## src/hsv2rgb_pkg.sv

```systemverilog
// ----------------------------------------------------------------------------
// hsv2rgb_pkg
// Shared constants, sector codes and stage payload types of the HSV to RGB
// converter.
// ----------------------------------------------------------------------------
package hsv2rgb_pkg;

   localparam int FRAC_BITS = 12;
   localparam int DATA_W    = FRAC_BITS + 1;
   localparam int SECTOR_W  = 3;
   localparam int HUE6_W    = DATA_W + SECTOR_W - 1;
   localparam int PROD_W    = 2 * DATA_W;

   localparam logic [DATA_W-1:0] ONE_VAL = DATA_W'(1) << FRAC_BITS;
   localparam logic [HUE6_W-1:0] SECTORS = HUE6_W'(6);

   typedef enum logic [SECTOR_W-1:0] {
      SECTOR_RY = 3'd0,
      SECTOR_YG = 3'd1,
      SECTOR_GC = 3'd2,
      SECTOR_CB = 3'd3,
      SECTOR_BM = 3'd4,
      SECTOR_MR = 3'd5
   } sector_type;

   typedef struct packed {
      logic [DATA_W-1:0]    sat;
      logic [DATA_W-1:0]    val;
      logic [FRAC_BITS-1:0] frac;
      sector_type           sector;
      logic                 gray;
   } hue_stage_type;

   typedef struct packed {
      logic [DATA_W-1:0] sat_inv;
      logic [DATA_W-1:0] sat_frac;
      logic [DATA_W-1:0] sat_frac_inv;
      logic [DATA_W-1:0] val;
      sector_type        sector;
      logic              gray;
   } sat_stage_type;

   typedef struct packed {
      logic [DATA_W-1:0] p;
      logic [DATA_W-1:0] q;
      logic [DATA_W-1:0] t;
      logic [DATA_W-1:0] val;
      sector_type        sector;
      logic              gray;
   } chan_stage_type;

endpackage

```

## src/hsv2rgb_sector.sv

```systemverilog
// ----------------------------------------------------------------------------
// hsv2rgb_sector
// First stage: saturate saturation and value to 1.0, set a hue of 1.0 or more to zero,
// and split hue * 6 into sector and fraction.
// ----------------------------------------------------------------------------
module hsv2rgb_sector
   import hsv2rgb_pkg::*;
(
   input  logic              clock,
   input  logic              reset,
   input  logic              in_valid,
   output logic              in_ready,
   input  logic [DATA_W-1:0] in_hue,
   input  logic [DATA_W-1:0] in_sat,
   input  logic [DATA_W-1:0] in_val,
   output logic              out_valid,
   input  logic              out_ready,
   output hue_stage_type     out_data
);

   logic              valid_ff;
   hue_stage_type     data_ff;
   hue_stage_type     data_in;
   logic [DATA_W-1:0] hue_c;
   logic [DATA_W-1:0] sat_c;
   logic [DATA_W-1:0] val_c;
   logic [HUE6_W-1:0] hue6;

   assign in_ready = !valid_ff || out_ready;

   always_comb begin
      hue_c = (in_hue >= ONE_VAL) ? '0 : in_hue;
      sat_c = (in_sat > ONE_VAL) ? ONE_VAL : in_sat;
      val_c = (in_val > ONE_VAL) ? ONE_VAL : in_val;
      hue6  = HUE6_W'(hue_c) * SECTORS;
      data_in.sat    = sat_c;
      data_in.val    = val_c;
      data_in.frac   = hue6[FRAC_BITS-1:0];
      data_in.sector = sector_type'(hue6[FRAC_BITS +: SECTOR_W]);
      data_in.gray   = (sat_c == '0);
   end

   always_ff @(posedge clock) begin
      if (reset) begin
         valid_ff <= 1'b0;
      end else if (in_ready) begin
         valid_ff <= in_valid;
      end
   end

   always_ff @(posedge clock) begin
      if (in_ready && in_valid) begin
         data_ff <= data_in;
      end
   end

   assign out_valid = valid_ff;
   assign out_data  = data_ff;

endmodule

```

## src/hsv2rgb_scale.sv

```systemverilog
// ----------------------------------------------------------------------------
// hsv2rgb_scale
// Second and third stages: form s*f and s*(1-f), then scale value by
// (1-s), (1-sf) and (1-s(1-f)) to get p, q and t.
// ----------------------------------------------------------------------------
module hsv2rgb_scale
   import hsv2rgb_pkg::*;
(
   input  logic           clock,
   input  logic           reset,
   input  logic           in_valid,
   output logic           in_ready,
   input  hue_stage_type  in_data,
   output logic           out_valid,
   input  logic           out_ready,
   output chan_stage_type out_data
);

   logic              s1_valid_ff;
   sat_stage_type     s1_data_ff;
   sat_stage_type     s1_data_in;
   logic              s1_ready;
   logic              s2_valid_ff;
   chan_stage_type    s2_data_ff;
   chan_stage_type    s2_data_in;
   logic [DATA_W-1:0] frac_inv;
   logic [PROD_W-1:0] prod_sf;
   logic [PROD_W-1:0] prod_sfc;
   logic [PROD_W-1:0] prod_p;
   logic [PROD_W-1:0] prod_q;
   logic [PROD_W-1:0] prod_t;

   assign out_valid = s2_valid_ff;
   assign out_data  = s2_data_ff;
   assign s1_ready  = !s2_valid_ff || out_ready;
   assign in_ready  = !s1_valid_ff || s1_ready;

   always_comb begin
      frac_inv = ONE_VAL - DATA_W'(in_data.frac);
      prod_sf  = PROD_W'(in_data.sat) * PROD_W'(in_data.frac);
      prod_sfc = PROD_W'(in_data.sat) * PROD_W'(frac_inv);
      s1_data_in.sat_inv      = ONE_VAL - in_data.sat;
      s1_data_in.sat_frac     = prod_sf[FRAC_BITS +: DATA_W];
      s1_data_in.sat_frac_inv = prod_sfc[FRAC_BITS +: DATA_W];
      s1_data_in.val          = in_data.val;
      s1_data_in.sector       = in_data.sector;
      s1_data_in.gray         = in_data.gray;
   end

   always_comb begin
      prod_p = PROD_W'(s1_data_ff.val) * PROD_W'(s1_data_ff.sat_inv);
      prod_q = PROD_W'(s1_data_ff.val) * PROD_W'(ONE_VAL - s1_data_ff.sat_frac);
      prod_t = PROD_W'(s1_data_ff.val) * PROD_W'(ONE_VAL - s1_data_ff.sat_frac_inv);
      s2_data_in.p      = prod_p[FRAC_BITS +: DATA_W];
      s2_data_in.q      = prod_q[FRAC_BITS +: DATA_W];
      s2_data_in.t      = prod_t[FRAC_BITS +: DATA_W];
      s2_data_in.val    = s1_data_ff.val;
      s2_data_in.sector = s1_data_ff.sector;
      s2_data_in.gray   = s1_data_ff.gray;
   end

   always_ff @(posedge clock) begin
      if (reset) begin
         s1_valid_ff <= 1'b0;
         s2_valid_ff <= 1'b0;
      end else begin
         if (in_ready) begin
            s1_valid_ff <= in_valid;
         end
         if (s1_ready) begin
            s2_valid_ff <= s1_valid_ff;
         end
      end
   end

   always_ff @(posedge clock) begin
      if (in_ready && in_valid) begin
         s1_data_ff <= s1_data_in;
      end
      if (s1_ready && s1_valid_ff) begin
         s2_data_ff <= s2_data_in;
      end
   end

endmodule

```

## src/hsv2rgb_route.sv

```systemverilog
// ----------------------------------------------------------------------------
// hsv2rgb_route
// Output stage: route v, p, q and t to red, green and blue by sector, or v to all three for gray.
// ----------------------------------------------------------------------------
module hsv2rgb_route
   import hsv2rgb_pkg::*;
(
   input  logic              clock,
   input  logic              reset,
   input  logic              in_valid,
   output logic              in_ready,
   input  chan_stage_type    in_data,
   output logic              out_valid,
   input  logic              out_ready,
   output logic [DATA_W-1:0] out_red,
   output logic [DATA_W-1:0] out_green,
   output logic [DATA_W-1:0] out_blue
);

   logic              valid_ff;
   logic [DATA_W-1:0] red_ff;
   logic [DATA_W-1:0] green_ff;
   logic [DATA_W-1:0] blue_ff;
   logic [DATA_W-1:0] red_in;
   logic [DATA_W-1:0] green_in;
   logic [DATA_W-1:0] blue_in;

   assign in_ready = !valid_ff || out_ready;

   always_comb begin
      if (in_data.gray) begin
         red_in   = in_data.val;
         green_in = in_data.val;
         blue_in  = in_data.val;
      end else begin
         unique case (in_data.sector)
            SECTOR_RY: begin
               red_in = in_data.val; green_in = in_data.t;   blue_in = in_data.p;
            end
            SECTOR_YG: begin
               red_in = in_data.q;   green_in = in_data.val; blue_in = in_data.p;
            end
            SECTOR_GC: begin
               red_in = in_data.p;   green_in = in_data.val; blue_in = in_data.t;
            end
            SECTOR_CB: begin
               red_in = in_data.p;   green_in = in_data.q;   blue_in = in_data.val;
            end
            SECTOR_BM: begin
               red_in = in_data.t;   green_in = in_data.p;   blue_in = in_data.val;
            end
            default: begin
               red_in = in_data.val; green_in = in_data.p;   blue_in = in_data.q;
            end
         endcase
      end
   end

   always_ff @(posedge clock) begin
      if (reset) begin
         valid_ff <= 1'b0;
      end else if (in_ready) begin
         valid_ff <= in_valid;
      end
   end

   always_ff @(posedge clock) begin
      if (in_ready && in_valid) begin
         red_ff   <= red_in;
         green_ff <= green_in;
         blue_ff  <= blue_in;
      end
   end

   assign out_valid = valid_ff;
   assign out_red   = red_ff;
   assign out_green = green_ff;
   assign out_blue  = blue_ff;

endmodule

```

## src/hsv_to_rgb_converter_unit.sv

```systemverilog
// Each request passes the register stages named below in order before its result shows on rsp_*.
// Throughput: one item per cycle while rsp_ready stays high; four register stages (sector split,
// saturation products, value products, channel routing) each advance on their own.
// Each stage takes a new item while a later one holds a result.
// Reset clears all stage valid bits; data registers are not reset.
// ----------------------------------------------------------------------------
// hsv_to_rgb_converter_unit
// Pipelined HSV to RGB pixel converter on Q1.12 fractions.
// ----------------------------------------------------------------------------
module hsv_to_rgb_converter_unit
   import hsv2rgb_pkg::*;
(
   input  logic              clock,
   input  logic              reset,
   input  logic              req_valid,
   output logic              req_ready,
   input  logic [DATA_W-1:0] req_hue,
   input  logic [DATA_W-1:0] req_saturation,
   input  logic [DATA_W-1:0] req_brightness,
   output logic              rsp_valid,
   input  logic              rsp_ready,
   output logic [DATA_W-1:0] rsp_red,
   output logic [DATA_W-1:0] rsp_green,
   output logic [DATA_W-1:0] rsp_blue
);

   logic           hue_valid;
   logic           hue_ready;
   hue_stage_type  hue_data;
   logic           chan_valid;
   logic           chan_ready;
   chan_stage_type chan_data;

   hsv2rgb_sector u_sector (
      .clock     (clock),
      .reset     (reset),
      .in_valid  (req_valid),
      .in_ready  (req_ready),
      .in_hue    (req_hue),
      .in_sat    (req_saturation),
      .in_val    (req_brightness),
      .out_valid (hue_valid),
      .out_ready (hue_ready),
      .out_data  (hue_data)
   );

   hsv2rgb_scale u_scale (
      .clock     (clock),
      .reset     (reset),
      .in_valid  (hue_valid),
      .in_ready  (hue_ready),
      .in_data   (hue_data),
      .out_valid (chan_valid),
      .out_ready (chan_ready),
      .out_data  (chan_data)
   );

   hsv2rgb_route u_route (
      .clock     (clock),
      .reset     (reset),
      .in_valid  (chan_valid),
      .in_ready  (chan_ready),
      .in_data   (chan_data),
      .out_valid (rsp_valid),
      .out_ready (rsp_ready),
      .out_red   (rsp_red),
      .out_green (rsp_green),
      .out_blue  (rsp_blue)
   );

endmodule

```

## config.mk

```make
export PLATFORM = sky130hd
export DESIGN_NAME = hsv_to_rgb_converter_unit
export DESIGN_NICKNAME = d
export VERILOG_FILES = /design/src/hsv2rgb_pkg.sv /design/src/hsv2rgb_sector.sv /design/src/hsv2rgb_scale.sv /design/src/hsv2rgb_route.sv /design/src/hsv_to_rgb_converter_unit.sv
export SDC_FILE = /design/constraint.sdc
export NUM_CORES = 2
export LEC_CHECK = 0
export ABC_AREA = 1
export BUFFER_PORTS_ARGS = -buffer_cell sky130_fd_sc_hd__buf_2
export CORE_MARGIN = 5
export CORE_UTILIZATION = 50
export DETAILED_ROUTE_END_ITERATION = 12
export GPL_TIMING_DRIVEN = 0
export PLACE_DENSITY = 0.66
export SETUP_SLACK_MARGIN = 0.02
export SYNTH_ARGS = -nofsm -noshare
export SYNTH_HDL_FRONTEND = slang
export SYNTH_HIERARCHICAL = 1
export SYNTH_SLANG_ARGS = --single-unit
```

## constraint.sdc

```tcl
create_clock -name clock -period 7.5 [get_ports clock]
set_input_delay 0.375 -clock clock [delete_from_list [all_inputs] [get_ports clock]]
set_output_delay 0.375 -clock clock [all_outputs]
set_load 0.05 [all_outputs]
```

==> metrics.yaml <==
synth:
  count_of_flip_flops_with_a_built_in_enable_after_synthesis: 192
  post_synth_num_cell_types: 56
  mean_area_per_synthesized_cell_um2: 7.80
  netlist_area_um2: 38400
  synth-main-ff-cell: "sky130_fd_sc_hd__edfxtp_1"
  synth_sequential_area_ratio_pct: 15.2
  synthesis.yosys.warnings: 6
  synth_cells: 4916
  synth_fp_nets: 5939
  asyncSetResetFlopFracSynth_pct: 0
  synth.ff_latch_count: 196
placement:
  hpwlAfterDp_mm: 90.9
  gpl.final_weighted_congestion: 0.984
  pre_cts_ws_ns: 0.271
  post_dp_cell_area_um2: 40200
  placement.io_buffers: 82
layout:
  final_net_count: 6044
  syn2layout_area_growth_pct: 6.43
  multiInputGateArea_um2: 27200
  layout.filler_cells: 7375
  final_design_area_no_fill_um2: 40800
  antenna_diode_count: 0
  seq_area_um2: 5850
  drive_gt1_share_pct: 4.83
clock_network:
  cts_inserted_buffers: 17
  cts.clk_slew.worst_paths_ns: 0.10
  cts_hold_buf: 0
  cts.root.buffer_cell: "sky130_fd_sc_hd__clkbuf_16"
  h-tree-depth: 4
  post-cts-setup-buffer-count: 0
  cts.sinks: 196
  maximum_count_of_clock_buffers_along_a_single_path: 2
  clkLatencyLatePin_ns: 0.52
  cts_tree: "done"
sta:
  finalSetupViolCount: 0
  timing.slew.headroom_pct: 33.5
  post-route-period-util_pct: 96.0
  worst_slack_ns: 0.297
  fmax_ghz: 0.139
  max_slew_violations: 0
  worst_pin_slew_ns: 0.995
  setup-tns-final_ns: 0
  final.min_clock_period_ns: 7.20
  worst_hold_margin_ns: 0.0505
  rsz0062_at_grt: "no"
  hold_viol_final: 0
  clock-skew-final_ns: 0.0330
outcome:
  outcome: "completed"
critical_path:
  cpPeakStageDelay_ns: 0.73
  worstPathArrival_ns: 7.41
  path_class: "register to register"
  critPathRequiredTime_ns: 7.71
  critical_path.endpoint_type: "register"
  cpMaxStageDelayCell: "sky130_fd_sc_hd__buf_1"
  critical-path-top-delay-family: "adder cells"
  critPathBufInv: 7
  critPathMaxFanout: 10
  start_kind: "register"
  path_common_cell: "sky130_fd_sc_hd__fa_1"
  crit_path_cell_trace: "clkbuf_1 -> inv_1 -> buf_1 -> nor2_1 -> fa_1 -> inv_1 -> fa_1 -> inv_1 -> fa_1 -> fa_1 -> fa_1 -> inv_1 -> fa_1 -> inv_1 -> ha_1 -> a21oi_1 -> o21ai_0 -> nand2_1 -> nand2_1 -> nand2_1 -> nand3_1 -> nand3_1 -> nand2_1"
routing:
  vias_per_cell: 5.14
  drt_iter0_markers: 2113
  vias: 31184
  drtAntennaViolNets: 0
  detail_route.wirelength_mm: 108
  detailedRoute.firstPassIterationCount: 6
  drcViolationCount: 0
  avgRoutedWirePerCell_um: 17.8
global_route:
  antenna_violations_before_repair: 1
  grt-ovfl-total: 0
  grt_pass1_vias: 31790
  grt_max_degree: 43
  grt_first_pass_wirelength_mm: 173
  grtUsageTotal_pct: 26.9
floorplan:
  initial_core_util_pct: 50.5
  io_pins: 84
  dieArea_um2: 82300
  core-area_um2: 75900
  core.rowCount: 101
  die_h_um: 287
  die_w_um: 287
worst_hold_path:
  hold_crit_class: "input port to register"
flow_run:
  max_cap_viol_count: 0
registers in the layout, summed over array words and instances, names as in the netlist:
| signal | flops |
|---|---|
| u_scale/s1_valid_ff | 1 |
| u_scale/out_data | 56 |
| u_scale/s1_data_ff | 56 |
| u_scale/out_valid | 1 |
| u_route/out_green | 13 |
| u_sector/out_data | 41 |
| u_route/out_blue | 13 |
| u_sector/out_valid | 1 |
| u_route/out_red | 13 |
| u_route/out_valid | 1 |
per-layer routing:
metal	routed length [um]	track usage (%)	vias to the layer above	share of wire [%]
li1	-	-	14800	-
met1	44000	34.6	14983	41
met2	50100	44.3	1108	46
met3	6910	3.54	291	6.4
met4	7030	14.7	2	6.5
met5	13	0	-	0.012
Yosys cell counts, types with 16 or more instances:
master	number	area, um2
sky130_fd_sc_hd__nand2_1	1294	4860
sky130_fd_sc_hd__inv_1	1190	4470
sky130_fd_sc_hd__fa_1	606	12100
sky130_fd_sc_hd__nor2_1	429	1610
sky130_fd_sc_hd__ha_1	374	4680
sky130_fd_sc_hd__edfxtp_1	192	5770
sky130_fd_sc_hd__nand3_1	149	746
sky130_fd_sc_hd__a21oi_1	135	676
sky130_fd_sc_hd__clkbuf_1	103	387
sky130_fd_sc_hd__o21ai_0	73	365
sky130_fd_sc_hd__xor2_1	51	447
sky130_fd_sc_hd__nor3_1	31	155
sky130_fd_sc_hd__xnor2_1	28	245
sky130_fd_sc_hd__nand4_1	24	150
sky130_fd_sc_hd__buf_1	19	71.3
sky130_fd_sc_hd__o21a_1	19	143
sky130_fd_sc_hd__buf_2	18	90.1
sky130_fd_sc_hd__inv_2	18	67.6
sky130_fd_sc_hd__nor2_2	16	100
stage by stage:
| step | util, % | std cells |
|---|---|---|
| floorplan | - | 4916 |
| global placement | 52.7 | 6028 |
| detailed placement | 52.9 | 6032 |
| CTS | 53.7 | 6064 |
| global route | 53.8 | 6064 |
| finish | 53.8 | 6064 |
cell usage in the layout (no fill, tap or decap), drive strengths merged, types with 6 or more instances in the layout:
master	instances
clkbuf	121
ha	374
edfxtp	192
nand3	158
nor4	14
a21boi	7
nor2	450
fa	606
o21a	19
o21ai	80
nand2	1309
nand3b	6
clkinv	18
nand4	25
nor3	38
a21oi	136
xor2	52
xnor2	28
inv	1219
buf	140
o21bai	10
final timing paths:
kind         slack, ns                     end  cells past startpoint                   start
max               0.30    u_scale/out_data[42]                     23  u_scale/s1_data_ff[12]
min               0.05       u_route/out_valid                      2                   reset
min reg2reg       0.41  u_scale/s1_data_ff[16]                      0   u_sector/out_data[28]
max reg2reg       0.30    u_scale/out_data[42]                     23  u_scale/s1_data_ff[12]
worst register-to-register path: stages (launching register included):
cell	delay, ns
sky130_fd_sc_hd__edfxtp_1	0.43
sky130_fd_sc_hd__clkbuf_1	0.44
sky130_fd_sc_hd__inv_1	0.44
sky130_fd_sc_hd__buf_1	0.73
sky130_fd_sc_hd__nor2_1	0.17
sky130_fd_sc_hd__fa_1	0.57
sky130_fd_sc_hd__inv_1	0.05
sky130_fd_sc_hd__fa_1	0.48
sky130_fd_sc_hd__inv_1	0.05
sky130_fd_sc_hd__fa_1	0.48
sky130_fd_sc_hd__fa_1	0.47
sky130_fd_sc_hd__fa_1	0.52
sky130_fd_sc_hd__inv_1	0.05
sky130_fd_sc_hd__fa_1	0.47
sky130_fd_sc_hd__inv_1	0.04
sky130_fd_sc_hd__ha_1	0.29
sky130_fd_sc_hd__a21oi_1	0.31
sky130_fd_sc_hd__o21ai_0	0.17
sky130_fd_sc_hd__nand2_1	0.09
sky130_fd_sc_hd__nand2_1	0.07
sky130_fd_sc_hd__nand2_1	0.06
sky130_fd_sc_hd__nand3_1	0.20
sky130_fd_sc_hd__nand3_1	0.15
sky130_fd_sc_hd__nand2_1	0.17
area by class of cell:
class	count	share of cell area [%]
clock inverters	15	0.542
repair buffers	86	1.20
clock buffers	17	1.04
flip-flops and latches	196	14.3
multi-input cells	3339	66.7
plain buffers	158	1.76
inverters	1223	11.3
well taps	1030	3.16
kinds of logic after synthesis:
logic type,Yosys count,synth area share [%]
AND/OR/NAND/NOR,2011,21.3
buffers and inverters,1381,13.8
adder cells (fa/ha/maj),980,43.8
AO/OA/AOI/OAI,267,3.88
flip-flops,196,15.2
XOR/XNOR,80,1.85
other,1,0.00978
repair_timing:
item | in CTS | in global routing
resized for setup | 0 | 3
setup endpoints to repair | 0 | 3
hold endpoints to repair | 0 | 0
Power is left out: the tool's default activity adds up to more than one toggle a clock period on the data nets, which glitch-free logic cannot reach.
